==> src/hw/rtl/flsp_pkg.sv <==
`timescale 1ns / 1ps
package flsp_pkg;

	localparam int LOG_FRAC_BITS = 20;
	localparam longint LOG2E_Q30 = 64'd1549082005;
	localparam int PHI_CENTER_Q16 = 70451;
	localparam logic [23:0] SPEED_MAX = 24'hFFFFFF;

	// configuration register indexes
	localparam logic [2:0] REG_REF_SPEED  = 3'd0;
	localparam logic [2:0] REG_PHI_EXP    = 3'd1;
	localparam logic [2:0] REG_GAUSS      = 3'd2;
	localparam logic [2:0] REG_RESIDUAL   = 3'd3;
	localparam logic [2:0] REG_TEMP_EXP   = 3'd4;
	localparam logic [2:0] REG_PRESS_EXP  = 3'd5;

	// special-case flags that ride along with a request
	typedef struct packed {
		logic zero;
		logic inf;
		logic tu_skip;
		logic p_skip;
	} spec_t;

	// log2 table entry: log2(1 + i/2^b) in Q20, built by repeated squaring
	function automatic longint unsigned lt_entry(int b, int i);
		longint unsigned x;
		longint unsigned k;
		k = 0;
		x = (64'd1 << 30) + (longint'(i) << (30 - b));
		if (i == (1 << b)) begin
			return 64'd1 << 20;
		end
		for (int j = 0; j <= 20; j++) begin
			x = (x * x) >> 30;
			k = k << 1;
			if (x >= (64'd1 << 31)) begin
				x = x >> 1;
				k = k | 64'd1;
			end
		end
		return (k + 64'd1) >> 1;
	endfunction

	function automatic longint unsigned isqrt64(longint unsigned v);
		longint unsigned res;
		longint unsigned bitv;
		longint unsigned rem;
		res = 0;
		bitv = 64'd1 << 62;
		rem = v;
		for (int k = 0; k < 32; k++) begin
			if (rem >= res + bitv) begin
				rem = rem - (res + bitv);
				res = (res >> 1) + bitv;
			end else begin
				res = res >> 1;
			end
			bitv = bitv >> 2;
		end
		return res;
	endfunction

	// exp2 table entry: 2^(i/2^b) in Q30, product of successive square roots
	function automatic longint unsigned et_entry(int b, int i);
		longint unsigned roots [0:10];
		longint unsigned m;
		m = 64'd1 << 30;
		if (i == (1 << b)) begin
			return 64'd1 << 31;
		end
		roots[0] = 64'd1 << 31;
		for (int j = 1; j <= 10; j++) begin
			roots[j] = isqrt64(roots[j-1] << 30);
		end
		for (int j = 0; j < b; j++) begin
			if (((i >> j) & 1) != 0) begin
				m = (m * roots[b-j] + (64'd1 << 29)) >> 30;
			end
		end
		return m;
	endfunction

	// log2 of a constant in Q20, same interpolation as the hardware
	function automatic longint log2_const(int b, longint unsigned v, int q);
		int n;
		longint unsigned u;
		longint unsigned idx;
		longint unsigned rem;
		longint unsigned d;
		n = 0;
		for (int k = 0; k < 63; k++) begin
			if (((v >> k) & 64'd1) != 0) begin
				n = k;
			end
		end
		u = (v << (32 - n)) & 64'hFFFF_FFFF;
		idx = u >> (32 - b);
		rem = u & ((64'd1 << (32 - b)) - 64'd1);
		d = lt_entry(b, int'(idx) + 1) - lt_entry(b, int'(idx));
		return longint'(n - q) * (64'sd1 << 20)
			+ longint'(lt_entry(b, int'(idx)) + ((d * rem) >> (32 - b)));
	endfunction

endpackage

==> src/hw/rtl/flsp_log2.sv <==
`timescale 1ns / 1ps
module flsp_log2 #(
	parameter int B    = 6,
	parameter int W_IN = 24,
	parameter int Q    = 0
) (
	input  logic               clk,
	input  logic               en,
	input  logic [W_IN-1:0]    v,
	output logic signed [31:0] log_s2
);

	localparam int N  = 1 << B;
	localparam int SH = 32 - B;
	localparam int NW = $clog2(W_IN);

	logic [20:0] lt_rom [0:N];

	generate
		for (genvar g = 0; g <= N; g++) begin : g_lt
			assign lt_rom[g] = 21'(flsp_pkg::lt_entry(B, g));
		end
	endgenerate

	logic [NW-1:0]      msb;
	logic [W_IN+31:0]   wide;
	logic [31:0]        u;
	logic [B:0]         ia;
	logic [B:0]         ib;

	logic [NW-1:0]      msb_s1;
	logic [SH-1:0]      rem_s1;
	logic [20:0]        lt0_s1;
	logic [20:0]        lt1_s1;

	logic [20:0]        delta;
	logic [20+SH:0]     prod;

	// find the leading one and left-align the bits below it
	always_comb begin
		msb = '0;
		for (int k = 0; k < W_IN; k++) begin
			if (v[k]) begin
				msb = NW'(k);
			end
		end
	end

	assign wide = {v, 32'b0} >> msb;
	assign u    = wide[31:0];
	assign ia   = {1'b0, u[31:SH]};
	assign ib   = ia + (B+1)'(1);

	// table lookup stage
	always_ff @(posedge clk) begin
		if (en) begin
			msb_s1 <= msb;
			rem_s1 <= u[SH-1:0];
			lt0_s1 <= lt_rom[ia];
			lt1_s1 <= lt_rom[ib];
		end
	end

	// interpolate and add the integer part
	assign delta = lt1_s1 - lt0_s1;
	assign prod  = (21+SH)'(delta) * (21+SH)'(rem_s1);

	always_ff @(posedge clk) begin
		if (en) begin
			log_s2 <= 32'((int'(msb_s1) - Q) * (1 << flsp_pkg::LOG_FRAC_BITS))
				+ 32'(lt0_s1) + 32'(prod[20+SH:SH]);
		end
	end

endmodule

==> config.mk <==
export PLATFORM = sky130hd
export DESIGN_NAME = flsp_log2
export DESIGN_NICKNAME = d
export VERILOG_FILES = /design/src/hw/rtl/flsp_pkg.sv /design/src/hw/rtl/flsp_log2.sv
export SDC_FILE = /design/constraint.sdc
export NUM_CORES = 2
export LEC_CHECK = 0
export BUFFER_PORTS_ARGS = -buffer_cell sky130_fd_sc_hd__buf_2
export CAP_MARGIN = 20
export CORE_ASPECT_RATIO = 1.25
export CORE_MARGIN = 10
export CORE_UTILIZATION = 60
export DETAILED_ROUTE_END_ITERATION = 12
export PLACE_DENSITY = 0.74
export SYNTH_ARGS = -nofsm -noshare
export SYNTH_HDL_FRONTEND = slang
export SYNTH_SLANG_ARGS = --single-unit
==> constraint.sdc <==
create_clock -name clk -period 27.4 [get_ports clk]
set_clock_uncertainty 0.2 [all_clocks]
set_input_delay 4.11 -clock clk [delete_from_list [all_inputs] [get_ports clk]]
set_output_delay 4.11 -clock clk [all_outputs]
set_load 0.01 [all_outputs]
==> results.sh <==
export IMPL_synth_area_leaders="fa_1 33%, edfxtp_1 11%, ha_1 10%, inv_1 7.5%, nand2_1 6.8%"
export IMPL_synth_cells=3079
export IMPL_synth_seq_cells=97
export IMPL_fin_crit_sh_pct=46.3
export IMPL_outcome="completed"
export IMPL_min_path_type="flip-flop to flip-flop"
export IMPL_startpoint_type="flip-flop"
export IMPL_synth_cell_area_um2=26100
export IMPL_multi_input_area_um2=20600
export IMPL_fillers=3683
export IMPL_overflow=0
export IMPL_slowest_stage="o41ai_1"
export IMPL_drc=0
export IMPL_min_period_ns=12.69
export IMPL_drt_pass1_iter_count=6
export IMPL_viasPerCell=6.24
export IMPL_yosysTopAreaCell="fa_1"
export IMPL_dp_final_hpwl_um=57800
export IMPL_grt_pass1_wl_um=124000
export IMPL_ys_warnings_count=0
export IMPL_end_kind="flip-flop"
export IMPL_worst_slew_pin_slew_ns=1.20
export IMPL_post_cts_resized=0
export IMPL_worstHoldStart="msb_s1[4]"
export IMPL_cts_tree="yes"
export IMPL_finalMaxSlewViolations=0
export IMPL_die_h_um=253
export IMPL_synthAdderAreaFrac_pct=43.6
export IMPL_cp_max_fo=25
export IMPL_startpoint="lt0_s1[1]"
export IMPL_ctsHtreeMaxLevel=3
export IMPL_synthXorXnorAreaFrac_pct=2.17
export IMPL_r2r_start="lt0_s1[1]"
export IMPL_antenna_found_initial=0
export IMPL_hold_viol_final=0
export IMPL_place_area_um2=26900
export IMPL_r2r_end="log_s2[23]"
export IMPL_max_freq_mhz=78.8
export IMPL_slowest_delay_ns=0.52
export IMPL_wirelength_um=77000
export IMPL_path_clk_slew_ns=0.07
export IMPL_place_congestion=0.984
export IMPL_core_um2=43100
export IMPL_nets=3679
export IMPL_yosys_area_share_simple_pct=17.1
export IMPL_rows=85
export IMPL_synth_top_family_by_area="adder cells"
export IMPL_grt_pass1_vias=23700
export IMPL_antennaDiodeCount=0
export IMPL_vias=22300
export IMPL_setup_viol=0
export IMPL_antenna_left=0
export IMPL_drtIter0Drc=2456
export IMPL_synth_mux_area_share_pct=1.31
export IMPL_fin_tns_setup_ns=0
export IMPL_max_slew_margin_pct=20.0
export IMPL_synth_compound_area_share_pct=13.9
export IMPL_clkSinkCount=97
export IMPL_reg2reg_depth=52
export IMPL_numCtsBuffers=9
export IMPL_clock_latency_ns=0.38
export IMPL_dp_cells=3558
export IMPL_postCtsSetupBuffers=0
export IMPL_boundaryPins=58
export IMPL_synth_edff_count=97
export IMPL_required_ns=27.32
export IMPL_cts_hold_buf=0
export IMPL_clk_path_buf_depth=2
export IMPL_drive_gt1_share_pct=5.75
export IMPL_area_delta_synth_final_pct=4.08
export IMPL_root_buffer="clkbuf_16"
export IMPL_critical_path_class="flip-flop to flip-flop"
export IMPL_start_util_pct=60.6
export IMPL_ys_flop_type="edfxtp_1"
export IMPL_reg2reg_slack_ns=14.71
export IMPL_grt_start_max_net_pins=75
export IMPL_ys_types=88
export IMPL_maxCapViolCount=0
export IMPL_synth_seq_area_share_pct=11.2
export IMPL_hold_path_end="log_s2[24]"
export IMPL_crit_arrival_ns=12.61
export IMPL_min_path_cells=1
export IMPL_cp_common_cell="fa_1"
export IMPL_final_area_um2=27200
export IMPL_die_area_um2=52300
export IMPL_layoutNonFillerInstCount=3574
export IMPL_synth_top_cell_area_share_pct=33.3
export IMPL_routed_wire_length_per_instance_um=21.5
export IMPL_regArea_um2=2910
export IMPL_die_w_um=207
export IMPL_fin_hold_ws_ns=0.415
export IMPL_ys_async_sr_fraction_pct=0
export IMPL_synth_area_per_cell_um2=8.48
export IMPL_grt_total_usage_pct=30.1
export IMPL_grt_setup_unrepaired="false"
export IMPL_io_buffers=51
registers in the layout, indices dropped and copies added, names as in the netlist:
signal  flops
rem_s1     25
lt1_s1     21
msb_s1      5
log_s2     26
lt0_s1     20
worst max-delay path: cells and delay by family (launching register included):
kind	cells	cell delay, ns
AND/OR/NAND/NOR	14	1.46
adder cells (fa/ha/maj)	10	4.24
AO/OA/AOI/OAI	21	5.24
flip-flops	1	0.45
XOR/XNOR	2	0.28
buffers and inverters	5	0.57
synthesized netlist by cell type (17+ instances only):
cell type	instances
inv_1	523
nand2_1	472
fa_1	435
ha_1	214
and2_1	176
clkbuf_1	159
nor2_1	143
a21oi_1	116
o21ai_0	104
edfxtp_1	97
a211oi_1	49
xnor2_1	45
o211ai_1	42
nand3_1	36
nor3_1	34
nor2b_1	32
mux2i_1	24
a31oi_1	22
buf_2	22
a21o_1	17
a221oi_1	17
worst max-delay path by stage:
stage / end / slack (ns) / cells past startpoint
floorplan: log_s2[24] / 16.26 / 53
global placement: log_s2[24] / 14.94 / 56
detailed placement: log_s2[24] / 14.75 / 52
CTS: log_s2[24] / 14.71 / 52
global route: log_s2[24] / 13.72 / 52
finish: log_s2[23] / 14.71 / 52
layer usage:
metal  global-route usage, %  part of all wire (%)  vias to the layer above
met3                    3.98                   7.3                      303
met1                    35.6                    37                    11100
met2                    52.2                    50                     1146
met5                       0                     0                        -
met4                    15.7                   5.5                        0
li1                        -                     -                     9775
metrics by stage:
step           setup slack, ns  utilization, %
2_1_floorplan            16.26               -
3_3_place_gp             14.94            62.5
3_5_place_dp             14.75            62.5
4_1_cts                  14.71            63.1
5_1_grt                  13.72            63.1
6_report                 14.71            63.1
cells in the final DEF, fill, tap and decap left out, drive strengths merged, types with 7 or more instances in the layout:
cell type / netlist / routed
nor2b: 32 / 32
o31ai: 9 / 9
o22ai: 16 / 16
or3: 9 / 9
inv: 530 / 534
o211ai: 42 / 42
edfxtp: 97 / 97
clkbuf: 159 / 10
o21bai: 8 / 8
nor3: 36 / 36
a21o: 17 / 17
a221oi: 18 / 18
o221ai: 9 / 9
mux2i: 24 / 24
nand2b: 15 / 15
and2: 176 / 176
fa: 435 / 435
nand4: 7 / 7
mux2: 9 / 9
conb: 1 / 14
and3: 13 / 13
a31oi: 22 / 22
a21oi: 116 / 116
nor2: 144 / 144
o21a: 14 / 14
a311oi: 11 / 11
nand2: 473 / 473
xor2: 14 / 14
o21ai: 117 / 117
xnor2: 48 / 48
nand3: 37 / 37
buf: 42 / 102
a211oi: 49 / 49
a21boi: 8 / 8
ha: 214 / 214
o311ai: 9 / 9
logic make-up after synthesis:
group,count (synthesis)
buffers and inverters,732
other,1
multiplexers,33
AO/OA/AOI/OAI,539
AND/OR/NAND/NOR,966
adder cells (fa/ha/maj),649
XOR/XNOR,62
flip-flops,97
layout make-up:
| type | count | area share [%] |
|---|---|---|
| tap | 565 | 2.60 |
| sequential | 97 | 10.7 |
| timing repair buffer | 102 | 2.36 |
| multi-input combinational | 2263 | 75.9 |
| clock inverter | 6 | 0.207 |
| inverter | 531 | 7.33 |
| clock buffer | 10 | 0.842 |
Power is not shown: default switching activity piles up to over one toggle a cycle in this logic, so the estimate is an artifact.
